===== config.mk =====
export PLATFORM = sky130hd
export DESIGN_NAME = utf8_json_string_escaper_top
export DESIGN_NICKNAME = d
export VERILOG_FILES = /design/src/ujse_pkg.sv /design/src/ujse_front.sv /design/src/ujse_queue.sv /design/src/ujse_back.sv /design/src/utf8_json_string_escaper_top.sv
export SDC_FILE = /design/constraint.sdc
export NUM_CORES = 1
export LEC_CHECK = 0
export BUFFER_PORTS_ARGS = -buffer_cell sky130_fd_sc_hd__buf_4
export CAP_MARGIN = 20
export CORE_ASPECT_RATIO = 0.6
export CORE_MARGIN = 2
export CORE_UTILIZATION = 38
export DETAILED_ROUTE_END_ITERATION = 10
export PLACE_DENSITY = 0.56
export SYNTH_ARGS = -nofsm -noshare
export SYNTH_HDL_FRONTEND = slang
export SYNTH_HIERARCHICAL = 1
export SYNTH_SLANG_ARGS = --single-unit

===== constraint.sdc =====
create_clock -name i_clk -period 5 [get_ports i_clk]
set_input_delay 1 -clock i_clk [delete_from_list [all_inputs] [get_ports i_clk]]
set_output_delay 1 -clock i_clk [all_outputs]
set_load 0.02 [all_outputs]

===== src/ujse_pkg.sv =====
// ----------------------------------------------------------------------------
// ujse_pkg
// Shared types, codes and helpers for the UTF-8 to JSON string escaper.
// ----------------------------------------------------------------------------
`default_nettype none

package ujse_pkg;

    // body kind of one job
    typedef logic [2:0] t_kind;
    localparam t_kind KIND_NONE = 3'd0;  // no body characters
    localparam t_kind KIND_LIT  = 3'd1;  // one character as is
    localparam t_kind KIND_ESC  = 3'd2;  // backslash and one character
    localparam t_kind KIND_U16  = 3'd3;  // one \uXXXX
    localparam t_kind KIND_PAIR = 3'd4;  // surrogate pair, two \uXXXX

    // trailing character of one job
    typedef logic [1:0] t_close;
    localparam t_close CLOSE_NONE  = 2'd0;
    localparam t_close CLOSE_QUOTE = 2'd1;
    localparam t_close CLOSE_BAD   = 2'd2;

    // ascii characters used by the escaper
    localparam logic [6:0] CH_NUL    = 7'h00;
    localparam logic [6:0] CH_QUOTE  = 7'h22;
    localparam logic [6:0] CH_SLASH  = 7'h2F;
    localparam logic [6:0] CH_BSLASH = 7'h5C;
    localparam logic [6:0] CH_LOW_B  = 7'h62;
    localparam logic [6:0] CH_LOW_F  = 7'h66;
    localparam logic [6:0] CH_LOW_N  = 7'h6E;
    localparam logic [6:0] CH_LOW_R  = 7'h72;
    localparam logic [6:0] CH_LOW_T  = 7'h74;
    localparam logic [6:0] CH_LOW_U  = 7'h75;

    // code point limits
    localparam logic [20:0] CP_BMP_END = 21'h10000;
    localparam logic [20:0] CP_MAX     = 21'h10FFFF;

    // one classified byte, waiting for expansion
    typedef struct packed {
        logic        open;    // opening quote first
        t_kind       kind;
        t_close      close;
        logic [19:0] pay;     // char, u16 value, or code point minus 0x10000
    } t_job;

    // lowercase hex digit
    function automatic logic [6:0] hex_char(input logic [3:0] nib);
        logic [6:0] r;
        if (nib < 4'd10) begin
            r = 7'h30 + {3'b000, nib};
        end else begin
            r = 7'h57 + {3'b000, nib};
        end
        return r;
    endfunction

endpackage

`default_nettype wire


===== src/ujse_front.sv =====
// ----------------------------------------------------------------------------
// ujse_front
// Accepts input bytes, runs the UTF-8 decoder and validator, and turns each
// byte into one job descriptor for the expansion stage.
// ----------------------------------------------------------------------------
`default_nettype none

module ujse_front
    import ujse_pkg::*;
(
    input  wire logic       i_clk,
    input  wire logic       i_rst_n,
    input  wire logic       i_accept,
    input  wire logic [7:0] i_data_byte,
    input  wire logic       i_first_byte,
    input  wire logic       i_last_byte,
    input  wire logic       i_empty_string,
    output t_job            o_job,
    output logic            o_push
);

    logic [7:0]  r_lead,  n_lead;
    logic [20:0] r_acc,   n_acc;
    logic [1:0]  r_rem,   n_rem;
    logic [1:0]  r_seen,  n_seen;
    logic        r_fail,  n_fail;

    logic [7:0]  s_lead;
    logic [20:0] s_acc;
    logic [1:0]  s_rem;
    logic [1:0]  s_seen;
    logic        s_fail;
    logic [20:0] acc_nx;
    logic [20:0] cp_off;
    logic [1:0]  rem_dec;
    logic [6:0]  esc;
    logic [7:0]  b;
    t_job        job;

    assign b       = i_data_byte;
    assign acc_nx  = {s_acc[14:0], b[5:0]};
    assign cp_off  = acc_nx - CP_BMP_END;
    assign rem_dec = s_rem - 2'd1;

    // short escapes for ascii bytes
    always_comb begin
        unique case (b)
            8'h22:   esc = CH_QUOTE;
            8'h5C:   esc = CH_BSLASH;
            8'h2F:   esc = CH_SLASH;
            8'h08:   esc = CH_LOW_B;
            8'h0C:   esc = CH_LOW_F;
            8'h0A:   esc = CH_LOW_N;
            8'h0D:   esc = CH_LOW_R;
            8'h09:   esc = CH_LOW_T;
            default: esc = CH_NUL;
        endcase
    end

    // decode one byte against the current sequence state
    always_comb begin
        // first byte of a string starts from a clean state
        s_lead = i_first_byte ? 8'd0  : r_lead;
        s_acc  = i_first_byte ? 21'd0 : r_acc;
        s_rem  = i_first_byte ? 2'd0  : r_rem;
        s_seen = i_first_byte ? 2'd0  : r_seen;
        s_fail = i_first_byte ? 1'b0  : r_fail;

        n_lead = s_lead;
        n_acc  = s_acc;
        n_rem  = s_rem;
        n_seen = s_seen;
        n_fail = s_fail;

        job.open  = i_first_byte;
        job.kind  = KIND_NONE;
        job.close = CLOSE_NONE;
        job.pay   = 20'd0;

        if (!s_fail) begin
            if (s_rem == 2'd0) begin
                if (!b[7]) begin
                    // plain ascii
                    if (esc != CH_NUL) begin
                        job.kind = KIND_ESC;
                        job.pay  = {13'd0, esc};
                    end else if (b < 8'h20) begin
                        job.kind = KIND_U16;
                        job.pay  = {12'd0, b};
                    end else begin
                        job.kind = KIND_LIT;
                        job.pay  = {12'd0, b};
                    end
                end else if (!b[6]) begin
                    // stray continuation byte
                    n_fail = 1'b1;
                end else begin
                    n_lead = b;
                    n_seen = 2'd0;
                    if (!b[5]) begin
                        if (b[4:1] == 4'd0) begin
                            n_fail = 1'b1;
                        end else begin
                            n_acc = {16'd0, b[4:0]};
                            n_rem = 2'd1;
                        end
                    end else if (!b[4]) begin
                        n_acc = {17'd0, b[3:0]};
                        n_rem = 2'd2;
                    end else if (!b[3]) begin
                        n_acc = {18'd0, b[2:0]};
                        n_rem = 2'd3;
                    end else begin
                        n_fail = 1'b1;
                    end
                end
            end else if (b[7:6] != 2'b10) begin
                // continuation byte missing
                n_fail = 1'b1;
            end else if (s_seen == 2'd0 && s_lead == 8'hE0 && !b[5]) begin
                n_fail = 1'b1;
            end else if (s_seen == 2'd0 && s_lead == 8'hF0 && b[5:4] == 2'b00) begin
                n_fail = 1'b1;
            end else begin
                n_acc  = acc_nx;
                n_rem  = rem_dec;
                n_seen = s_seen + 2'd1;
                if (rem_dec == 2'd0) begin
                    // sequence complete, range checks
                    if (acc_nx < CP_BMP_END) begin
                        if (acc_nx[15:11] == 5'b11011) begin
                            n_fail = 1'b1;
                        end else begin
                            job.kind = KIND_U16;
                            job.pay  = {4'd0, acc_nx[15:0]};
                        end
                    end else if (acc_nx <= CP_MAX) begin
                        job.kind = KIND_PAIR;
                        job.pay  = cp_off[19:0];
                    end else begin
                        n_fail = 1'b1;
                    end
                    n_acc  = 21'd0;
                    n_seen = 2'd0;
                    n_lead = 8'd0;
                end
            end
        end

        // string end closes the literal or reports the failure
        if (i_last_byte) begin
            job.close = (n_fail || n_rem != 2'd0) ? CLOSE_BAD : CLOSE_QUOTE;
        end

        // empty string overrides everything
        if (i_empty_string) begin
            job.open  = 1'b1;
            job.kind  = KIND_NONE;
            job.close = CLOSE_QUOTE;
            job.pay   = 20'd0;
        end

        if (i_last_byte || i_empty_string) begin
            n_lead = 8'd0;
            n_acc  = 21'd0;
            n_rem  = 2'd0;
            n_seen = 2'd0;
            n_fail = 1'b0;
        end
    end

    // decoder state
    always_ff @(posedge i_clk) begin
        if (!i_rst_n) begin
            r_lead <= 8'd0;
            r_acc  <= 21'd0;
            r_rem  <= 2'd0;
            r_seen <= 2'd0;
            r_fail <= 1'b0;
        end else if (i_accept) begin
            r_lead <= n_lead;
            r_acc  <= n_acc;
            r_rem  <= n_rem;
            r_seen <= n_seen;
            r_fail <= n_fail;
        end
    end

    // jobs with no characters are dropped here
    assign o_job  = job;
    assign o_push = i_accept &&
                    (job.open || job.kind != KIND_NONE || job.close != CLOSE_NONE);

endmodule

`default_nettype wire


===== src/ujse_queue.sv =====
// ----------------------------------------------------------------------------
// ujse_queue
// Short job queue between the decoder and the expansion stage.
// ----------------------------------------------------------------------------
`default_nettype none

module ujse_queue
    import ujse_pkg::*;
#(
    parameter int DEPTH = 4
)
(
    input  wire logic i_clk,
    input  wire logic i_rst_n,
    input  wire logic i_push,
    input  t_job      i_job,
    input  wire logic i_pop,
    output t_job      o_head,
    output logic      o_nonempty,
    output logic      o_full
);

    localparam int PW = (DEPTH > 1) ? $clog2(DEPTH) : 1;
    localparam int CW = $clog2(DEPTH + 1);

    t_job            r_mem [DEPTH];
    logic [PW-1:0]   r_wptr, n_wptr;
    logic [PW-1:0]   r_rptr, n_rptr;
    logic [CW-1:0]   r_cnt,  n_cnt;

    assign o_head     = r_mem[r_rptr];
    assign o_nonempty = (r_cnt != '0);
    assign o_full     = (r_cnt == CW'(DEPTH));

    // pointer and count update
    always_comb begin
        n_wptr = r_wptr;
        n_rptr = r_rptr;
        n_cnt  = r_cnt;
        if (i_push) begin
            n_wptr = (r_wptr == PW'(DEPTH - 1)) ? '0 : r_wptr + 1'b1;
        end
        if (i_pop) begin
            n_rptr = (r_rptr == PW'(DEPTH - 1)) ? '0 : r_rptr + 1'b1;
        end
        if (i_push && !i_pop) begin
            n_cnt = r_cnt + 1'b1;
        end else if (!i_push && i_pop) begin
            n_cnt = r_cnt - 1'b1;
        end
    end

    always_ff @(posedge i_clk) begin
        if (!i_rst_n) begin
            r_wptr <= '0;
            r_rptr <= '0;
            r_cnt  <= '0;
        end else begin
            r_wptr <= n_wptr;
            r_rptr <= n_rptr;
            r_cnt  <= n_cnt;
        end
    end

    // job storage
    always_ff @(posedge i_clk) begin
        if (i_push) begin
            r_mem[r_wptr] <= i_job;
        end
    end

endmodule

`default_nettype wire


===== src/ujse_back.sv =====
// ----------------------------------------------------------------------------
// ujse_back
// Expands the job at the queue head into output characters, one per cycle
// while the output is not stalled, into a registered output beat.
// ----------------------------------------------------------------------------
`default_nettype none

module ujse_back
    import ujse_pkg::*;
(
    input  wire logic       i_clk,
    input  wire logic       i_rst_n,
    input  t_job            i_head,
    input  wire logic       i_nonempty,
    output logic            o_pop,
    input  wire logic       i_stall,
    output logic            o_valid,
    output logic [6:0]      o_out_char,
    output logic            o_last_char,
    output logic            o_invalid
);

    logic [3:0]  r_step, n_step;
    logic        r_valid;
    logic [6:0]  r_char;
    logic        r_last;
    logic        r_inv;

    logic        out_free;
    logic        produce;
    logic        final_step;
    logic [3:0]  nbody;
    logic [3:0]  total;
    logic [3:0]  body_idx;
    logic        grp;
    logic [3:0]  pos;
    logic [15:0] word;
    logic [6:0]  ch;
    logic        ch_last;
    logic        ch_inv;

    assign out_free = !r_valid || !i_stall;
    assign produce  = i_nonempty && out_free;

    // character count of the job body
    always_comb begin
        unique case (i_head.kind)
            KIND_LIT:  nbody = 4'd1;
            KIND_ESC:  nbody = 4'd2;
            KIND_U16:  nbody = 4'd6;
            KIND_PAIR: nbody = 4'd12;
            default:   nbody = 4'd0;
        endcase
    end

    assign total      = {3'd0, i_head.open} + nbody +
                        {3'd0, (i_head.close != CLOSE_NONE)};
    assign final_step = (r_step == total - 4'd1);
    assign body_idx   = r_step - {3'd0, i_head.open};
    assign grp        = (body_idx >= 4'd6);
    assign pos        = grp ? body_idx - 4'd6 : body_idx;

    // 16-bit unit for the \u form
    always_comb begin
        if (i_head.kind == KIND_PAIR) begin
            word = grp ? {6'b110111, i_head.pay[9:0]} : {6'b110110, i_head.pay[19:10]};
        end else begin
            word = i_head.pay[15:0];
        end
    end

    // character for the current step
    always_comb begin
        ch      = CH_NUL;
        ch_last = 1'b0;
        ch_inv  = 1'b0;
        if (i_head.open && r_step == 4'd0) begin
            ch = CH_QUOTE;
        end else if (body_idx < nbody) begin
            unique case (i_head.kind)
                KIND_LIT: ch = i_head.pay[6:0];
                KIND_ESC: ch = (body_idx == 4'd0) ? CH_BSLASH : i_head.pay[6:0];
                default: begin
                    unique case (pos)
                        4'd0:    ch = CH_BSLASH;
                        4'd1:    ch = CH_LOW_U;
                        4'd2:    ch = hex_char(word[15:12]);
                        4'd3:    ch = hex_char(word[11:8]);
                        4'd4:    ch = hex_char(word[7:4]);
                        default: ch = hex_char(word[3:0]);
                    endcase
                end
            endcase
        end else begin
            ch_last = 1'b1;
            ch_inv  = (i_head.close == CLOSE_BAD);
            ch      = ch_inv ? CH_NUL : CH_QUOTE;
        end
    end

    // step through the job, pop after its final character
    assign o_pop  = produce && final_step;
    assign n_step = o_pop ? 4'd0 : r_step + 4'd1;

    always_ff @(posedge i_clk) begin
        if (!i_rst_n) begin
            r_step  <= 4'd0;
            r_valid <= 1'b0;
        end else begin
            if (produce) begin
                r_step <= n_step;
            end
            if (out_free) begin
                r_valid <= produce;
            end
        end
    end

    // output beat payload
    always_ff @(posedge i_clk) begin
        if (produce) begin
            r_char <= ch;
            r_last <= ch_last;
            r_inv  <= ch_inv;
        end
    end

    assign o_valid     = r_valid;
    assign o_out_char  = r_char;
    assign o_last_char = r_last;
    assign o_invalid   = r_inv;

endmodule

`default_nettype wire


===== src/utf8_json_string_escaper_top.sv =====
// ----------------------------------------------------------------------------
// utf8_json_string_escaper_top
// UTF-8 string to quoted ASCII JSON string literal, with validation.
// ----------------------------------------------------------------------------
// The decoder takes one input beat per cycle as long as its job queue
// (QUEUE_DEPTH entries) has room. Each byte that yields characters becomes
// one job, and the expansion stage drains jobs at one output character per
// cycle while the output is not stalled. A byte produces 1 character for
// plain ASCII, 2 for short escapes, 6 for \uXXXX, 12 for a surrogate pair,
// plus one each for the opening and closing quote. The output port, one
// character per cycle unless stalled, sets the sustained rate; with an empty
// queue the first character of a byte is written into the queue, then into
// the registered output beat. Bad UTF-8 gives a single beat with invalid set
// on the string's last byte, after whatever characters were already sent
// for that string.
// ----------------------------------------------------------------------------
`default_nettype none

module utf8_json_string_escaper_top
    import ujse_pkg::*;
#(
    parameter int QUEUE_DEPTH = 4
)
(
    input  wire logic       i_clk,
    input  wire logic       i_rst_n,
    // input channel
    input  wire logic       i_valid,
    output logic            o_stall,
    input  wire logic [7:0] i_data_byte,
    input  wire logic       i_first_byte,
    input  wire logic       i_last_byte,
    input  wire logic       i_empty_string,
    // output channel
    output logic            o_valid,
    input  wire logic       i_stall,
    output logic [6:0]      o_out_char,
    output logic            o_last_char,
    output logic            o_invalid
);

    t_job  push_job;
    t_job  head_job;
    logic  push;
    logic  pop;
    logic  nonempty;
    logic  full;
    logic  accept;

    assign o_stall = full;
    assign accept  = i_valid && !full;

    // decoder and classifier
    ujse_front u_front (
        .i_clk          (i_clk),
        .i_rst_n        (i_rst_n),
        .i_accept       (accept),
        .i_data_byte    (i_data_byte),
        .i_first_byte   (i_first_byte),
        .i_last_byte    (i_last_byte),
        .i_empty_string (i_empty_string),
        .o_job          (push_job),
        .o_push         (push)
    );

    // job queue
    ujse_queue #(
        .DEPTH (QUEUE_DEPTH)
    ) u_queue (
        .i_clk      (i_clk),
        .i_rst_n    (i_rst_n),
        .i_push     (push),
        .i_job      (push_job),
        .i_pop      (pop),
        .o_head     (head_job),
        .o_nonempty (nonempty),
        .o_full     (full)
    );

    // character expansion
    ujse_back u_back (
        .i_clk       (i_clk),
        .i_rst_n     (i_rst_n),
        .i_head      (head_job),
        .i_nonempty  (nonempty),
        .o_pop       (pop),
        .i_stall     (i_stall),
        .o_valid     (o_valid),
        .o_out_char  (o_out_char),
        .o_last_char (o_last_char),
        .o_invalid   (o_invalid)
    );

endmodule

`default_nettype wire

==> impl_results.md, run 1 <==
* Status: finished clean
* Initial antenna violation count at 0
* DP HPWL at 16000 um
* CTS Sinks at 155
* Number of synthesized flops with an enable pin at 113
* RSZ-0062 raised after global routing: false
* HP Class: reg -> reg
* Layout cells sized above 1 at 16.6%
* Cell count after placement at 1110
* Post-synth net total at 837
* Post-Route WL at 22400 um
* CTS Buf Count at 17
* I/O pin count at 26
* Per-cell routed wire length at 19.6 um
* Ys async rst share at 0%
* Worst skew pair latency at 430 ps
* Largest net degree at the start of global routing at 34
* WS Path Type: reg -> reg
* Yosys reg bits at 155
* Hold slack at 485 ps
* Row cnt at 43
* Cts hold-fix bufs at 0
* DRC viols at 0
* DR pass1 iterations at 5
* GR Overflow Total at 0
* Ys flop type: edfxtp_1
* Setup Buffers After CTS at 0
* Synth Instances at 793
* GRT Total Usage at 18.9%
* Max-slew headroom at 39.2%
* Avg Vias per Cell at 5.74
* Crit. End Element: register
* Routed vias at 6550
* CTS HTree Levels at 4
* CTS root buf: clkbuf_16
* Worst slew pin tran at 906 ps
* Area delta synth->final at 12.2%
* Register area share after synthesis at 47.8%
* Vias in the first global route at 6034
* Core region area at 23000 sq um
* Antenna Cells at 0
* Pwr Density at 512 nW/um^2
* Filler-free cell count of the finished design at 1142
* CP top delay family: adder cells
* CP Launch Type: register
* Final hold vios at 0
* Cell Chain, Critical Path: buf_4 > mux4_2 > nand2b_1 > or2_2 > ha_1 > inv_1 > ha_1 > fa_1 > xnor2_1 > xnor2_1 > nor3_1 > inv_1 > ha_1 > inv_1 > fa_1 > xor2_1 > or3_1 > a21boi_0
* I/O Buffers at 25
* Max-slew violation count at 0
* CTS tree: yes
* Max cap viols at 0
* Post-CTS Resized at 0
* Clk slew on worst S/H paths at 70 ps
* CP arrival at 4840 ps
* Iteration-0 DRC count of the detailed router at 698
* Worst VDD drop at 0.185 mV
* Max Clock Freq at 222 MHz
* Initial Util at 38.5%
* Avg Cell Area, Syn at 11.2 sq um
* Minimum clock period after layout at 4500 ps
* Final GP Congestion at 0.884
* Die width at 201 um
* Fin crit share at 90.0%
* Post-DRT Antenna Nets at 0
* Die Span Y at 122 um
* Clock buffer depth at 2
* Synthesis Warnings at 6
* Layout Nets at 858
* Clock skew at 9.40 ps
* Setup TNS at 0 ps
* Critical path fanouts, max at 21
* Mapped Area at 8850 sq um
* CP Data Required Time at 5350 ps
* Total die area at 24600 sq um
* First-pass GRT wire length at 35100 um
* Cell Area, Placed at 9310 sq um
* Max stage delay on crit path at 440 ps
* Crit path max-delay cell type: dfxtp_2
* Pleak at 3.46 nW
* Finished Cell Area at 9930 sq um
* Setup violators final at 0
* CP bufs+invs at 4
* Tot Pwr at 0.00508 W
* Cell variety after synth at 97
synth_stat cells (all sizes together), types with 6 or more instances:
library cell,n,area [sq um]
clkbuf,20,77.6
a31oi,9,56.3
a21boi,6,45.0
a21o,8,60.1
xnor2,13,121
a221oi,6,58.8
edfxtp,113,3390
inv,32,120
dfxtp,42,841
buf,16,144
mux4,26,608
nand3,18,90.1
nor2b,24,158
or2,6,37.5
nor4,7,43.8
nor3b,14,131
nor2,65,246
nand2b,11,68.8
a21oi,41,209
nand2,57,224
o211ai,10,75.1
nor3,27,135
ha,27,338
a211oi,10,87.6
nand4,9,56.3
mux2i,16,160
and2,23,146
a22o,9,90.1
o21ai,40,204
cell usage in the layout (no fill, tap or decap), drive strengths merged, types with 13 or more instances in the layout:
| cell type | instances |
|---|---|
| edfxtp | 113 |
| ha | 27 |
| buf | 38 |
| inv | 41 |
| o21ai | 40 |
| dfxtp | 42 |
| mux4 | 26 |
| nand3 | 18 |
| xnor2 | 13 |
| a21oi | 41 |
| nor3 | 27 |
| nor3b | 14 |
| nor2 | 65 |
| and2 | 23 |
| nor2b | 24 |
| nand2 | 57 |
| clkbuf | 18 |
| mux2i | 16 |
sequential cells by signal, summed over array words and instances, names as in the netlist, named ones only:
signal              cells
u_back/o_valid          1
u_front/r_fail          1
u_queue/r_wptr          2
u_queue/r_mem         104
u_back/o_out_char       7
u_back/r_step           4
u_back/o_invalid        1
u_queue/r_rptr          2
u_front/r_seen          2
u_front/r_lead          8
u_back/o_last_char      1
u_front/r_acc          15
u_front/r_rem           2
u_queue/r_cnt           3
worst reg2reg max path, cell delays in order, from the launching register on:
cell,delay (ps)
dfxtp_2,440
buf_4,420
mux4_2,390
nand2b_1,120
or2_2,310
ha_1,280
inv_1,40
ha_1,210
fa_1,380
xnor2_1,200
xnor2_1,140
nor3_1,80
inv_1,90
ha_1,180
inv_1,60
fa_1,420
xor2_1,160
or3_1,310
a21boi_0,190
stage by stage:
stage          worst slack, ps  utilization (%)
2_1_floorplan              616                -
3_3_place_gp               614             40.5
3_5_place_dp               493             40.5
4_1_cts                    469             43.2
5_1_grt                    168             43.2
6_report                   502             43.2
worst paths after layout:
kind                            end               from  depth (start not counted)  slack (ps)
setup / recovery   u_queue/r_cnt[2]           register                         18         500
hold / removal    u_front/r_lead[7]  u_front/r_lead[7]                          2         480
setup reg to reg   u_queue/r_cnt[2]           register                         18         500
hold reg to reg   u_front/r_lead[7]  u_front/r_lead[7]                          2         480
cells by family (layout without fill, tap and decap cells):
kind of cell    after synthesis  count (layout)  share of synthesized area, %
buf+inv                      69             103                          3.90
flops                       155             155                          47.8
simple gates                283             283                          17.2
mux                          44              44                          8.98
xor+xnor                     18              18                          1.87
compound gates              195             195                          16.0
fa+ha+maj                    29              29                          4.27
layer usage:
| layer | wire (um) | up-vias | track usage (%) | part of all wire [%] |
|---|---|---|---|---|
| met5 | 0 | - | 0 | 0 |
| met1 | 11600 | 3232 | 29.5 | 52 |
| met3 | 1810 | 18 | 5.39 | 8.1 |
| met2 | 8770 | 229 | 24.9 | 39 |
| met4 | 201 | 0 | 5.09 | 0.90 |
| li1 | - | 3071 | - | - |
where the power goes:
group          switching, W  internal (W)
clock network      0.000573      0.000808
logic               0.00127      0.000803
registers         0.0000682       0.00156
total               0.00191       0.00317
layout make-up:
class / instances / area (sq um)
clock inverters: 14 / 195
flip-flops and latches: 155 / 4240
inverters: 33 / 124
clock buffers: 18 / 429
multi-input cells: 569 / 4270
fillers: 2165 / 13000
repair buffers: 38 / 285
well taps: 315 / 394
(Power assumes the default switching activity.)
==> run 2, diff against run 1 <==
==> constraint.sdc (replaced) <==
create_clock -name i_clk -period 4.87 [get_ports i_clk]
set_input_delay 0.974 -clock i_clk [delete_from_list [all_inputs] [get_ports i_clk]]
set_output_delay 0.974 -clock i_clk [all_outputs]
set_load 0.02 [all_outputs]
==> impl_results.md, run 2 (synthesized netlist as in run 1, its figures left out) <==
* Status: finished clean
* WS Path Type: reg -> reg
* Post-CTS Resized at 0 (unchanged)
* Final hold vios at 0 (unchanged)
* Setup violators final at 0 (unchanged)
* Worst VDD drop at 0.210 mV (+14%)
* Biggest regs: u_queue/r_mem x104, u_front/r_acc x15, u_front/r_lead x8
* CTS tree: yes
* Final GP Congestion at 0.916 (+3.5%)
* Hold Path Depth at 2 (unchanged)
* Fin crit share at 90.7% (+0.71 points)
* Most common cell after layout, fill and taps aside: edfxtp_1
* CP Data Required Time at 5120 ps (-230 ps)
* First-pass GRT wire length at 35100 um (about the same)
* Worst slew pin tran at 845 ps (-60.6 ps)
* Largest register FFs at 104 (unchanged)
* Total die area at 24600 sq um (unchanged)
* CTS Buf Count at 17 (unchanged)
* DR pass1 iterations at 5 (unchanged)
* I/O pin count at 26 (unchanged)
* Final Util at 43.0% (-0.23 points)
* Layout Nets at 858 (unchanged)
* CTS root buf: clkbuf_16
* Worst r2r path cells at 13 (-5)
* CTS HTree Levels at 4 (unchanged)
* Antenna Cells at 0 (unchanged)
* Pleak at 3.43 nW (-0.83%)
* Clk slew on worst S/H paths at 70 ps (about the same)
* CP arrival at 4670 ps (-170 ps)
* Die Span Y at 122 um (unchanged)
* Avg Vias per Cell at 5.66 (-1.3%)
* DRC viols at 0 (unchanged)
* Iteration-0 DRC count of the detailed router at 688 (-1.4%)
* Per-cell routed wire length at 19.5 um (-0.57%)
* Pwr Density at 516 nW/um^2 (+0.73%)
* Largest net degree at the start of global routing at 34 (unchanged)
* FF-to-FF setup slack at 450 ps (-50 ps)
* Core region area at 23000 sq um (unchanged)
* Crit path capture: u_back/o_out_char[2]
* Worst skew pair latency at 420 ps (about the same)
* Max-slew violation count at 0 (unchanged)
* Area delta synth->final at 11.6%
* Worst slack at placement at 424 ps (-68.8 ps)
* Clock buffer depth at 2 (unchanged)
* R2R Path End: u_back/o_out_char[2]
* HP Class: reg -> reg
* Layout cells sized above 1 at 16.4% (-0.12 points)
* Critical path fanouts, max at 19 (-9.5%)
* Most frequent cells in the layout: 113 x edfxtp_1, 64 x nor2_1, 55 x nand2_1
* Post-Route WL at 22300 um (-0.57%)
* Die width at 201 um (unchanged)
* Cts hold-fix bufs at 0 (unchanged)
* Setup Buffers After CTS at 0 (unchanged)
* Initial Util at 38.5% (unchanged)
* GRT Total Usage at 18.7% (-0.13 points)
* RSZ-0062 raised after global routing: false
* CTS Sinks at 155 (unchanged)
* Clock skew at 11.2 ps (+1.81 ps)
* Vias in the first global route at 5937 (-1.6%)
* Setup TNS at 0 ps (unchanged)
* Initial antenna violation count at 0 (unchanged)
* I/O Buffers at 25 (unchanged)
* Max-slew headroom at 42.9% (+3.7 points)
* Crit. End Element: register
* Row cnt at 43 (unchanged)
* Routed vias at 6464 (-1.3%)
* Max cap viols at 0 (unchanged)
* Post-DRT Antenna Nets at 0 (unchanged)
* DP HPWL at 16000 um (+0.19%)
* Post-route setup slack at 454 ps (-47.6 ps)
* Minimum clock period after layout at 4420 ps (-82.4 ps)
* CP Launch Type: register
* Reg with most FFs: u_queue/r_mem
* GR Overflow Total at 0 (unchanged)
* Max Clock Freq at 226 MHz (+1.9%)
run 2: cell count changes in the layout (fill, tap and decap cells not counted), moves of 2 or more:
cell       previous run  this run
bufinv_16             3         1
clkinv_2              0         2
inv_6                 5         3
inv_8                 4         2
run 2: metrics by stage:
stage	power, W	cells	hold slack, ps	instance area, sq um
global placement	0.00382	1110	463	9310
CTS	0.00510	1142	470	9880
finish	0.00509	1142	479	9880
floorplan	0.00327	793	437	8850
global route	0.00542	1142	499	9880
detailed placement	0.00380	1110	456	9310
run 2: worst min-delay path by stage:
| stage | startpoint | end | slack, ps |
|---|---|---|---|
| 2_1_floorplan | u_front/r_lead[7] | u_front/r_lead[7] | 440 |
| 3_3_place_gp | u_front/r_lead[6] | u_front/r_lead[6] | 460 |
| 3_5_place_dp | u_front/r_lead[6] | u_front/r_lead[6] | 460 |
| 4_1_cts | u_front/r_lead[6] | u_front/r_lead[6] | 470 |
| 5_1_grt | u_front/r_lead[6] | u_front/r_lead[6] | 500 |
| 6_report | u_front/r_lead[6] | u_front/r_lead[6] | 480 |
run 2: metal layers:
| layer | GRT usage, % | vias to the layer above | share of wire [%] |
|---|---|---|---|
| met5 | 0 | - | 0 |
| met1 | 29.5 | 3140 | 52 |
| met2 | 24.8 | 236 | 39 |
| li1 | - | 3075 | - |
| met4 | 3.56 | 0 | 0.55 |
| met3 | 5.79 | 13 | 8.5 |
run 2: area by class of cell:
class,count,area [sq um]
clock buffers,19,433
flip-flops and latches,155,4240
well taps,315,394
fillers,2166,13100
clock inverters,13,138
inverters,33,124
repair buffers,38,285
multi-input cells,569,4270
run 2: power breakdown:
| group | switching (W) | internal [W] |
|---|---|---|
| combinational | 0.00130 | 0.000835 |
| clock | 0.000564 | 0.000719 |
| sequential | 0.0000728 | 0.00160 |
run 2: worst max-delay path: stages (launching register included):
cell and delay, ps:
dfxtp_2 440, mux4_1 670, ha_1 300, ha_1 560
nor3b_2 120, a211oi_4 360, nand2_4 240, mux2i_1 220
ha_1 260, nand2_1 100, mux2_4 280, a2111oi_4 330
a211oi_1 100, a311oi_2 260
